==> config.mk <==
export PLATFORM = sky130hd
export DESIGN_NAME = fir_hilbert_halfband_core
export DESIGN_NICKNAME = d
export VERILOG_FILES = /design/src/hw/rtl/fhh_pkg.sv /design/src/hw/rtl/fhh_mac.sv /design/src/hw/rtl/fir_hilbert_halfband_core.sv
export SDC_FILE = /design/constraint.sdc
export NUM_CORES = 2
export LEC_CHECK = 0
export ABC_AREA = 1
export BUFFER_PORTS_ARGS = -buffer_cell sky130_fd_sc_hd__buf_4
export CORE_MARGIN = 8
export CORE_UTILIZATION = 25
export CTS_CLUSTER_SIZE = 40
export DETAILED_ROUTE_END_ITERATION = 6
export HOLD_SLACK_MARGIN = 0.1
export PLACE_DENSITY = 0.48
export SYNTH_ARGS = -nofsm -noshare
export SYNTH_HDL_FRONTEND = slang
export SYNTH_SLANG_ARGS = --single-unit
==> constraint.sdc <==
create_clock -name clk -period 8.2 [get_ports clk]
set_clock_uncertainty 0.05 [all_clocks]
set_input_delay 0 -clock clk [delete_from_list [all_inputs] [get_ports clk]]
set_output_delay 0 -clock clk [all_outputs]
set_load 0.01 [all_outputs]
==> src/hw/rtl/fhh_pkg.sv <==
// package for the half-band hilbert transformer: sizes, codes, fsm states
// and the control struct between the top level and the multiply-accumulate unit
// no dependencies
package fhh_pkg;

    localparam int HALF_LEN  = 8;
    localparam int TAPS      = 16;
    localparam int SAMPLE_W  = 16;
    localparam int FRAC_BITS = 15;
    localparam int IDX_W     = $clog2(TAPS);
    localparam int LINE_ADDR_W = IDX_W + 1;
    localparam int PROD_W    = 2 * SAMPLE_W;
    localparam int ACC_W     = PROD_W + IDX_W;

    // tap position counted from the oldest entry, clamped to the newest
    localparam logic [IDX_W-1:0] TAP_POS =
        IDX_W'((HALF_LEN - 1 < TAPS) ? (HALF_LEN - 1) : (TAPS - 1));

    localparam int APB_ADDR_W = 3;
    localparam int APB_DATA_W = 32;
    localparam int REG_IDX_W  = APB_ADDR_W - 2;
    localparam logic [REG_IDX_W-1:0] REG_MODE = 1'b0;

    localparam logic [1:0] OP_PROCESS = 2'd0;
    localparam logic [1:0] OP_LOAD    = 2'd1;
    localparam logic [1:0] OP_CLEAR   = 2'd2;

    localparam logic [1:0] MODE_R2C    = 2'd0;
    localparam logic [1:0] MODE_DECIM  = 2'd1;
    localparam logic [1:0] MODE_INTERP = 2'd2;

    localparam logic LINE_UPPER = 1'b0;
    localparam logic LINE_LOWER = 1'b1;

    typedef enum logic [2:0] {
        S_IDLE,
        S_PUSH,
        S_PUSH2,
        S_TAP,
        S_MAC,
        S_DRAIN,
        S_OUT
    } fhh_state_t;

    typedef struct packed {
        logic acc_clear;
        logic mult_en;
    } mac_ctrl_t;

endpackage

==> src/hw/rtl/fhh_mac.sv <==
// shared multiply-accumulate unit with round half up and saturation to q1.15
// depends on fhh_pkg
module fhh_mac (
    input  logic                              clk,
    input  logic                              rst_n,
    input  fhh_pkg::mac_ctrl_t                ctrl,
    input  logic signed [fhh_pkg::SAMPLE_W-1:0] line_data,
    input  logic signed [fhh_pkg::SAMPLE_W-1:0] coef_data,
    output logic                              busy,
    output logic signed [fhh_pkg::SAMPLE_W-1:0] result
);
    import fhh_pkg::*;

    localparam int QW = ACC_W - FRAC_BITS;
    localparam logic signed [QW-1:0] Q_MAX = QW'(32767);
    localparam logic signed [QW-1:0] Q_MIN = QW'(-32768);
    localparam logic signed [ACC_W-1:0] ROUND_HALF = ACC_W'(1 << (FRAC_BITS - 1));

    logic signed [PROD_W-1:0] prod_reg;
    logic                     prod_v_reg;
    logic signed [ACC_W-1:0]  acc_reg;
    logic signed [ACC_W-1:0]  rnd;
    logic signed [QW-1:0]     q;

    always_ff @(posedge clk or negedge rst_n)
    begin
        if (!rst_n)
        begin
            prod_v_reg <= 1'b0;
        end
        else
        begin
            prod_v_reg <= ctrl.mult_en;
        end
    end

    always_ff @(posedge clk)
    begin
        if (ctrl.mult_en)
        begin
            prod_reg <= line_data * coef_data;
        end
        if (ctrl.acc_clear)
        begin
            acc_reg <= '0;
        end
        else if (prod_v_reg)
        begin
            acc_reg <= acc_reg + ACC_W'(prod_reg);
        end
    end

    // floor after adding half an lsb
    always_comb
    begin
        rnd = acc_reg + ROUND_HALF;
        q   = QW'(rnd >>> FRAC_BITS);
        if (q > Q_MAX)
        begin
            result = SAMPLE_W'(Q_MAX);
        end
        else if (q < Q_MIN)
        begin
            result = SAMPLE_W'(Q_MIN);
        end
        else
        begin
            result = q[SAMPLE_W-1:0];
        end
    end

    assign busy = prod_v_reg;

endmodule

==> src/hw/rtl/fir_hilbert_halfband_core.sv <==
// top level of the two-branch polyphase half-band hilbert transformer
// depends on fhh_pkg and fhh_mac
//
// usage
//   input channel (in_valid / in_stall) carries one transaction per operation:
//   process samples, load a quadrature coefficient, or clear the delay lines
//   and phase. output channel (out_valid / out_stall) carries one i/q result
//   per process transaction; loads, clears, unused codes and the unused mode
//   give none. the user is to set mode through the apb port only while the
//   block is idle; the block itself does not enforce this.
// process sequence
//   load, clear and ignored transactions leave the block idle. a process
//   transaction makes one or two writes into the delay-line memory, one tap
//   read, then the single multiply-accumulate walks all TAPS coefficients at
//   one memory read per cycle, followed by a drain (memory read, product and
//   accumulator registers) and the output load. the next transaction is
//   accepted in the cycle after the output load; none is accepted before.
// reset
//   delay lines read as zero (per-entry valid bits), phase and mode are zero,
//   coefficients are undefined until loaded.
// stall
//   the finished result sits in the output register; the next transaction is
//   accepted meanwhile, and a new result waits in the output state until the
//   register is free.
module fir_hilbert_halfband_core (
    input  logic                                 clk,
    input  logic                                 rst_n,
    // input channel
    input  logic                                 in_valid,
    output logic                                 in_stall,
    input  logic [1:0]                           operation,
    input  logic signed [fhh_pkg::SAMPLE_W-1:0]  sample_a,
    input  logic signed [fhh_pkg::SAMPLE_W-1:0]  sample_b,
    input  logic [3:0]                           coef_index,
    input  logic signed [fhh_pkg::SAMPLE_W-1:0]  coef_value,
    // output channel
    output logic                                 out_valid,
    input  logic                                 out_stall,
    output logic signed [fhh_pkg::SAMPLE_W-1:0]  out_a,
    output logic signed [fhh_pkg::SAMPLE_W-1:0]  out_b,
    // configuration port
    input  logic                                 psel,
    input  logic                                 penable,
    input  logic                                 pwrite,
    input  logic [fhh_pkg::APB_ADDR_W-1:0]       paddr,
    input  logic [fhh_pkg::APB_DATA_W-1:0]       pwdata,
    output logic [fhh_pkg::APB_DATA_W-1:0]       prdata,
    output logic                                 pready
);
    import fhh_pkg::*;

    localparam int LINE_DEPTH = 1 << LINE_ADDR_W;

    // pointer plus offset, modulo the line length
    function automatic logic [IDX_W-1:0] wrap_add(input logic [IDX_W-1:0] p,
                                                  input logic [IDX_W-1:0] k);
        logic [IDX_W:0] s;
        s = {1'b0, p} + {1'b0, k};
        if (s >= (IDX_W + 1)'(TAPS))
        begin
            s = s - (IDX_W + 1)'(TAPS);
        end
        return s[IDX_W-1:0];
    endfunction

    function automatic logic [IDX_W-1:0] wrap_inc(input logic [IDX_W-1:0] p);
        return (p == IDX_W'(TAPS - 1)) ? '0 : p + 1'b1;
    endfunction

    fhh_state_t state_reg, state_next;

    logic [1:0]                 mode_reg;
    logic                       phase_reg;
    logic signed [SAMPLE_W-1:0] a_reg, b_reg;
    logic                       push_sel_reg, two_push_reg, tap_sel_reg, dot_sel_reg;
    logic [IDX_W-1:0]           ptr_up_reg, ptr_lo_reg;
    logic [IDX_W-1:0]           cnt_reg;

    // delay-line memory: both lines, addressed {line, slot}, circular per line
    logic signed [SAMPLE_W-1:0] line_mem [LINE_DEPTH];
    logic [LINE_DEPTH-1:0]      line_vld_reg;
    logic signed [SAMPLE_W-1:0] coef_mem [TAPS];

    logic signed [SAMPLE_W-1:0] line_q_reg, coef_q_reg, tap_reg;
    logic                       line_ok_reg;
    logic                       rd_tap_v_reg, rd_mac_v_reg;

    logic                       out_valid_reg;
    logic signed [SAMPLE_W-1:0] out_a_reg, out_b_reg;

    // combinational controls
    logic                       accept;
    logic                       start;
    logic                       wr_en;
    logic                       wr_sel;
    logic [LINE_ADDR_W-1:0]     wr_addr;
    logic signed [SAMPLE_W-1:0] wr_data;
    logic [LINE_ADDR_W-1:0]     rd_addr;
    logic                       out_load;
    logic                       coef_we;
    logic                       mac_busy;
    mac_ctrl_t                  mac_ctrl;
    logic signed [SAMPLE_W-1:0] line_eff;
    logic signed [SAMPLE_W-1:0] mac_result;
    logic                       cfg_write;
    logic [REG_IDX_W-1:0]       reg_idx;

    function automatic logic [IDX_W-1:0] ptr_of(input logic sel,
                                                input logic [IDX_W-1:0] up,
                                                input logic [IDX_W-1:0] lo);
        return (sel == LINE_LOWER) ? lo : up;
    endfunction

    // ---------------- configuration port ----------------
    assign pready    = 1'b1;
    assign reg_idx   = paddr[APB_ADDR_W-1:2];
    assign cfg_write = psel && penable && pwrite && pready;

    always_comb
    begin
        prdata = '0;
        if (reg_idx == REG_MODE)
        begin
            prdata = APB_DATA_W'(mode_reg);
        end
    end

    // ---------------- fsm ----------------
    assign accept = in_valid && !in_stall;
    assign start  = accept && (operation == OP_PROCESS) &&
                    (mode_reg inside {MODE_R2C, MODE_DECIM, MODE_INTERP});

    always_comb
    begin
        state_next = state_reg;
        case (state_reg)
            S_IDLE:
            begin
                if (start)
                begin
                    state_next = S_PUSH;
                end
            end
            S_PUSH:  state_next = two_push_reg ? S_PUSH2 : S_TAP;
            S_PUSH2: state_next = S_TAP;
            S_TAP:   state_next = S_MAC;
            S_MAC:
            begin
                if (cnt_reg == IDX_W'(TAPS - 1))
                begin
                    state_next = S_DRAIN;
                end
            end
            S_DRAIN:
            begin
                if (!rd_mac_v_reg && !mac_busy)
                begin
                    state_next = S_OUT;
                end
            end
            S_OUT:
            begin
                if (out_load)
                begin
                    state_next = S_IDLE;
                end
            end
            default: state_next = S_IDLE;
        endcase
    end

    always_comb
    begin
        in_stall = 1'b1;
        wr_en    = 1'b0;
        wr_sel   = push_sel_reg;
        wr_data  = a_reg;
        rd_addr  = {dot_sel_reg,
                    wrap_add(ptr_of(dot_sel_reg, ptr_up_reg, ptr_lo_reg), cnt_reg)};
        mac_ctrl.acc_clear = 1'b0;
        mac_ctrl.mult_en   = rd_mac_v_reg;
        out_load = 1'b0;
        case (state_reg)
            S_IDLE:  in_stall = 1'b0;
            S_PUSH:  wr_en = 1'b1;
            S_PUSH2:
            begin
                // second push of a decimate or interpolate transaction
                wr_en   = 1'b1;
                wr_sel  = LINE_UPPER;
                wr_data = b_reg;
            end
            S_TAP:
            begin
                rd_addr = {tap_sel_reg,
                           wrap_add(ptr_of(tap_sel_reg, ptr_up_reg, ptr_lo_reg), TAP_POS)};
                mac_ctrl.acc_clear = 1'b1;
            end
            S_OUT:   out_load = !out_valid_reg || !out_stall;
            default: ;
        endcase
        wr_addr = {wr_sel, ptr_of(wr_sel, ptr_up_reg, ptr_lo_reg)};
    end

    assign coef_we = accept && (operation == OP_LOAD) && (32'(coef_index) < 32'(TAPS));

    // ---------------- control registers ----------------
    always_ff @(posedge clk or negedge rst_n)
    begin
        if (!rst_n)
        begin
            state_reg     <= S_IDLE;
            mode_reg      <= MODE_R2C;
            phase_reg     <= 1'b0;
            ptr_up_reg    <= '0;
            ptr_lo_reg    <= '0;
            cnt_reg       <= '0;
            line_vld_reg  <= '0;
            rd_tap_v_reg  <= 1'b0;
            rd_mac_v_reg  <= 1'b0;
            out_valid_reg <= 1'b0;
            push_sel_reg  <= LINE_UPPER;
            two_push_reg  <= 1'b0;
            tap_sel_reg   <= LINE_UPPER;
            dot_sel_reg   <= LINE_LOWER;
        end
        else
        begin
            state_reg    <= state_next;
            rd_tap_v_reg <= (state_reg == S_TAP);
            rd_mac_v_reg <= (state_reg == S_MAC);

            if (cfg_write && (reg_idx == REG_MODE))
            begin
                mode_reg <= pwdata[1:0];
            end

            if (accept && (operation == OP_CLEAR))
            begin
                line_vld_reg <= '0;
                phase_reg    <= 1'b0;
                ptr_up_reg   <= '0;
                ptr_lo_reg   <= '0;
            end

            if (start)
            begin
                if (mode_reg == MODE_R2C)
                begin
                    // phase 0 feeds the upper line, phase 1 the lower one
                    push_sel_reg <= phase_reg ? LINE_LOWER : LINE_UPPER;
                    tap_sel_reg  <= phase_reg ? LINE_LOWER : LINE_UPPER;
                    dot_sel_reg  <= phase_reg ? LINE_UPPER : LINE_LOWER;
                    two_push_reg <= 1'b0;
                    phase_reg    <= !phase_reg;
                end
                else
                begin
                    push_sel_reg <= LINE_LOWER;
                    tap_sel_reg  <= LINE_UPPER;
                    dot_sel_reg  <= LINE_LOWER;
                    two_push_reg <= 1'b1;
                end
            end

            if (wr_en)
            begin
                line_vld_reg[wr_addr] <= 1'b1;
                if (wr_sel == LINE_LOWER)
                begin
                    ptr_lo_reg <= wrap_inc(ptr_lo_reg);
                end
                else
                begin
                    ptr_up_reg <= wrap_inc(ptr_up_reg);
                end
            end

            if (state_reg == S_TAP)
            begin
                cnt_reg <= '0;
            end
            else if (state_reg == S_MAC)
            begin
                cnt_reg <= cnt_reg + 1'b1;
            end

            if (out_load)
            begin
                out_valid_reg <= 1'b1;
            end
            else if (!out_stall)
            begin
                out_valid_reg <= 1'b0;
            end
        end
    end

    // ---------------- payload registers and memories ----------------
    always_ff @(posedge clk)
    begin
        if (start)
        begin
            a_reg <= sample_a;
            b_reg <= sample_b;
        end
        if (wr_en)
        begin
            line_mem[wr_addr] <= wr_data;
        end
        line_q_reg  <= line_mem[rd_addr];
        line_ok_reg <= line_vld_reg[rd_addr];
    end

    always_ff @(posedge clk)
    begin
        if (coef_we)
        begin
            coef_mem[IDX_W'(coef_index)] <= coef_value;
        end
        coef_q_reg <= coef_mem[cnt_reg];
    end

    // entries not written since reset or clear read as zero
    assign line_eff = line_ok_reg ? line_q_reg : '0;

    always_ff @(posedge clk)
    begin
        if (rd_tap_v_reg)
        begin
            tap_reg <= line_eff;
        end
        if (out_load)
        begin
            out_a_reg <= tap_reg;
            out_b_reg <= mac_result;
        end
    end

    fhh_mac u_mac (
        .clk       (clk),
        .rst_n     (rst_n),
        .ctrl      (mac_ctrl),
        .line_data (line_eff),
        .coef_data (coef_q_reg),
        .busy      (mac_busy),
        .result    (mac_result)
    );

    assign out_valid = out_valid_reg;
    assign out_a     = out_a_reg;
    assign out_b     = out_b_reg;

endmodule

Word-level counts from Yosys, hierarchy flattened --
Memory sizes are Yosys's and may differ from the RTL's. A register that Yosys moved wholly into a read port is not among the register bits. Cells that the tools add are included.
Storage, ports and cells: bits in registers 207, latch bits 0, bits in writable memories 768, ROM bits 0, input bits 96, output and inout port bits 67, word-level logic and storage cells 137, memories kept 2
Memories:
- line_mem | words 32, bits a word 16, rd ports 1, clocked after memory_dff 1, wr ports 1, RTL line fir_hilbert_halfband_core.sv:80 | logic signed [SAMPLE_W-1:0] line_mem [LINE_DEPTH];
- coef_mem | words 16, bits a word 16, rd ports 1, clocked after memory_dff 1, wr ports 1, RTL line fir_hilbert_halfband_core.sv:82 | logic signed [SAMPLE_W-1:0] coef_mem [TAPS];
Operators by class: $add $sub $neg 9, multiply operators 1, divide/modulo/power cells 0, magnitude comparators 7, equal/unequal tests 18, shift operators 0, muxes and demuxes 52, bitwise operators 2, reductions and logical operators 23
Operators with widths (number):
- two-way mux 32 bit | 2
- two-way mux 4 bit | 15
- two-way mux 16 bit | 3
- adder 36 x 16 -> 36 bit, second input constant | 1
- adder 36 x 32 -> 36 bit | 1
- multiplier 16 x 16 -> 32 bit | 1
- OR 32 bit | 1
- two-way mux 1 bit | 23
- > comparator 21 x 16 -> 1 bit, second input constant | 1
- less-than comparator 21 x 16 -> 1 bit, second input constant | 1
- one-hot mux 3 bit (7 select lines) | 1
- adder 4 x 1 -> 4 bit, second input constant | 3
- == test 4 bit, second input constant | 3
- less-than comparator 5 x 6 -> 1 bit, second input constant | 2
- two-way mux 3 bit | 4
- greater-or-equal comparator 5 bit, second input constant | 2
- logical AND 1 bit | 10
- == test 3 bit, second input constant | 3
- != test 2 bit, second input constant | 4
- subtractor 4 x 1 -> 4 bit, second input constant | 2
- == test 3 x 2 -> 1 bit, second input constant | 2
- adder 4 x 3 -> 5 bit, second input constant | 1
- adder 4 x 4 -> 5 bit | 1
- binary-select mux 1 bit (select 5 bit) | 1
- other kinds (17) | 24

Longest topological paths before layout --
depth after elaboration 9, depth in mapped cells 26, gate-level depth less buffers 24

Hierarchy --
From an unflattened synthesis, not the netlist that was laid out.
Second synthesis, totals: cells, all modules 5713, area total of the unflattened synthesis 55424.4 sq um
By module, submodules not included:
- fir_hilbert_halfband_core | times used 1, cells an instance 3499, area each 39429.1 sq um, seq. area each 27552.7 sq um
- fhh_mac | times used 1, cells an instance 2214, area each 15995.3 sq um, seq. area each 1706.6 sq um

Worst setup path after synthesis --
Ideal clock, no wire load.
kind reg2reg, from register line_ok_reg, to register u_mac.prod_reg[28], data pin, setup time 0.262 ns, arrival time 5.681 ns, required time 7.888 ns, slack 2.207 ns, cell stages (with the launch flop) 23, path buffers 2, period minus slack after synthesis 5.993 ns, cell sequence dfxtp_1 > clkbuf_1 > nand2_1 > clkbuf_1 > nor2_1 > fa_1 > fa_1 > inv_1 > fa_1 > inv_1 > fa_1 > fa_1 > inv_1 > fa_1 > inv_1 > ha_1 > a21oi_1 > nor2_1 > nor3_1 > o21a_1 > nand3_1 > a21oi_1 > xor2_1
On the way: longest elaborated chain between the ends 2
Ends and longest elaborated chain:
- from (decl) | RTL line fir_hilbert_halfband_core.sv:85 | logic line_ok_reg;
- from (signal assigned) | RTL line fir_hilbert_halfband_core.sv:312 | line_ok_reg <= line_vld_reg[rd_addr];
- two-way mux 16 bit | RTL line fir_hilbert_halfband_core.sv:325 | assign line_eff = line_ok_reg ? line_q_reg : '0;
- multiplier 16 x 16 -> 32 bit | RTL line fhh_mac.sv:41 | prod_reg <= line_data * coef_data;
- to (signal assigned) | RTL line fhh_mac.sv:41
- to (decl) | RTL line fhh_mac.sv:19 | logic signed [PROD_W-1:0] prod_reg;
Every way passes these cells. A chain may end at the register's enable or synchronous reset.

Worst setup path after layout --
Same ends and word-level chain as after synthesis.

==> impl_metrics.json <==
{
  "io_pins": 163,
  "ys_seq_area_share_pct": 55.1,
  "critPathLaunchType": "register",
  "dieArea_um2": 227000,
  "clock_sinks": 1007,
  "cp-end-kind": "register",
  "grt_pass1_wl_mm": 226,
  "grt_start_max_net_pins": 196,
  "area_delta_synth_final_pct": 16.7,
  "syn-cell-area_um2": 53100,
  "start_util_pct": 25.1,
  "fillCellCount": 22100,
  "drv_cap": 0,
  "synth_adder_area_share_pct": 12.9,
  "coreArea_um2": 211000,
  "rows": 169,
  "dr.pass1.iters": 6,
  "grt_pass1_vias": 36500,
  "worst_hold_path_type": "input port to register",
  "cts.repair.resized": 0,
  "synth_mux_area_share_pct": 0,
  "synth_top_family_by_area": "simple AND/OR/NAND/NOR gates",
  "synth_compound_area_share_pct": 6.64,
  "cts_root_buf": "clkbuf_16",
  "whs_path_depth": 2,
  "clk_pin_slew_ps": 60,
  "io_buffers": 99,
  "overflow": 0,
  "slew_headroom_pct": 14.4,
  "fmax_ghz": 0.143,
  "synth_area_per_cell_um2": 10.2,
  "drtAntennaViolNets": 0,
  "die_h_um": 477,
  "synth_simple_gate_area_share_pct": 16.9,
  "tightest_slew_ps": 1280,
  "routabilityCongestion": 0.888,
  "antenna_found_initial": 8,
  "largest_register_ffs": 512,
  "insertion_delay_ps": 740,
  "rr_worst_depth": 20,
  "finalSetupViolations": 0,
  "critical_path_arrival_ps": 7420,
  "routedWlPerCell_um": 17.5,
  "synthCells": 5221,
  "ys.warnings.count": 0,
  "synth_area_leaders": "edfxtp_1 (50%), nand2_1 (10%), fa_1 (10%)",
  "final_max_slew_viol_count": 0,
  "vias": 36300,
  "ys_ff_latch": 1007,
  "grt_setup_unrepaired": "false",
  "outcome": "completed",
  "cts_made_buffers": 112,
  "drt-total-wl_mm": 147,
  "fin_tns_setup_ps": 0,
  "final_nets": 5918,
  "fin_crit_sh_pct": 85.4,
  "drcViolationCount": 0,
  "grt.total_usage_pct": 12.6,
  "cts_buffer_depth": 3,
  "cts_tree": "built",
  "hpwl_mm": 93.5,
  "finalHoldViolations": 0,
  "worst-setup-path-type": "register to register",
  "cts_htree_levels": 3,
  "synth_cell_types": 54,
  "crit_fanout": 16,
  "synth_top_area_share_pct": 49.8,
  "synth.largest_area_cell": "edfxtp_1",
  "fp.dieW_um": 477,
  "drive_gt1_share_pct": 7.56,
  "period_needed_ps": 7010,
  "synth_xor_area_share_pct": 1.09,
  "cp_data_required_time_ps": 8610,
  "drtIter0Drc": 2390,
  "rrSetupSlack_ps": 1190,
  "drt-vias-per-instance": 4.35
}
[stage by stage]
| stage | std cells | hold WS (ps) | util [%] | instance area (um2) | setup WS (ps) |
|---|---|---|---|---|---|
| floorplan | 5250 | -346 | - | 53200 | 2210 |
| global placement | 8021 | 88.5 | 27.0 | 57100 | 1230 |
| detailed placement | 8021 | 96.0 | 27.0 | 57100 | 1170 |
| CTS | 8351 | 112 | 29.3 | 61900 | 1150 |
| global route | 8353 | 139 | 29.3 | 61900 | 699 |
| finish | 8355 | 154 | 29.3 | 61900 | 1190 |
[layout by cell type, fill, tap and decap left out, drive strengths merged, types with 2 or more instances in the layout]
cell type	synthesis	final
nand4	35	35
diode	0	4
nor4	2	2
nor2	415	415
o21bai	15	15
edfxtp	880	880
o31ai	4	4
o221ai	14	14
xnor2	13	13
a21boi	2	2
nand3	336	336
o211ai	142	142
clkinv	11	60
fa	264	264
dfxtp	69	69
ha	125	125
dfrtp	57	57
buf	122	196
o21ai	176	176
a211oi	2	2
nand2	1414	1414
o21a	4	4
a21o	7	7
clkbuf	123	151
a31oi	6	6
a21oi	128	128
o22ai	44	44
or2	5	5
bufinv	0	3
dlygate4sd3	0	118
inv	701	708
nand3b	2	2
xor2	53	53
conb	2	31
nor3	22	22
a221oi	19	19
[cell type report]
class	instances	area [um2]	share of cell area (%)
Sequential cell	1007	29300	47.2
Multi-Input combinational cell	3286	20200	32.5
Tap cell	2821	3530	5.70
Clock buffer	151	3080	4.97
Timing Repair Buffer	314	2720	4.40
Inverter	712	2680	4.32
Clock inverter	60	498	0.804
Antenna cell	4	10.0	0.0162
[path summary, 6_finish.rpt]
path	start	endpoint
worst min-delay path	coef_value[2]	coef_mem[3][2]
worst max register to register	line_ok_reg	u_mac.prod_reg[28]
min in group asynchronous	rst_n	dot_sel_reg
max in group asynchronous	rst_n	line_vld_reg[9]
worst max-delay path	line_ok_reg	u_mac.prod_reg[28]
worst min register to register	tap_reg[15]	out_a[15]
[critical path, stage by stage, from the launching register on]
cell	delay [ps]
dfxtp_1	670
nand2_1	530
nor2_1	430
fa_1	590
fa_1	830
inv_1	150
fa_1	500
inv_1	50
fa_1	490
fa_1	500
inv_1	50
fa_1	480
inv_1	40
ha_1	330
a21oi_1	200
nor2_1	60
nor3_1	210
o21a_1	160
nand3_1	140
a21oi_1	190
xor2_1	80
[what timing repair did]
| item | in CTS | in global routing |
|---|---|---|
| setup buffers | 0 | 0 |
| hold buffers | 119 | 0 |
| endpoints found under the setup margin | 0 | 0 |
| hold endpoints to repair | 659 | 0 |
[synth_stat cells (all sizes together)]
cell type	instances
o31a	1
o31ai	4
inv	701
a22oi	1
nand3b	2
dfstp	1
xor2	53
nand4	35
a21oi	128
fa	264
dfrtp	57
dfxtp	69
a211oi	2
a21o	7
o221ai	14
o21bai	15
nor2	415
buf	122
a21boi	2
o21a	4
o22ai	44
nand2	1414
a221oi	19
a31o	1
o2111ai	1
o211ai	142
xnor2	13
nor3	22
a31oi	6
ha	125
nor4	2
nand3	336
o21ai	176
edfxtp	880
and2	1
o211a	1
conb	2
clkinv	11
clkbuf	123
or2	5
[cells by family after synthesis]
kind of cell,count (synthesis)
flip-flops,1007
adder cells (fa/ha/maj),389
buffers and inverters,957
XOR/XNOR,66
AO/OA/AOI/OAI,568
AND/OR/NAND/NOR,2232
other,2
[metal layers]
| metal | track usage [%] | share of wire, % |
|---|---|---|
| met1 | 17.6 | 47 |
| met2 | 20.2 | 45 |
| met3 | 2.08 | 5.0 |
| met4 | 3.29 | 2.6 |
| met5 | 0 | 0.0089 |
Power is not shown: default switching activity piles up to over one toggle a cycle in this logic, so the estimate is an artifact.
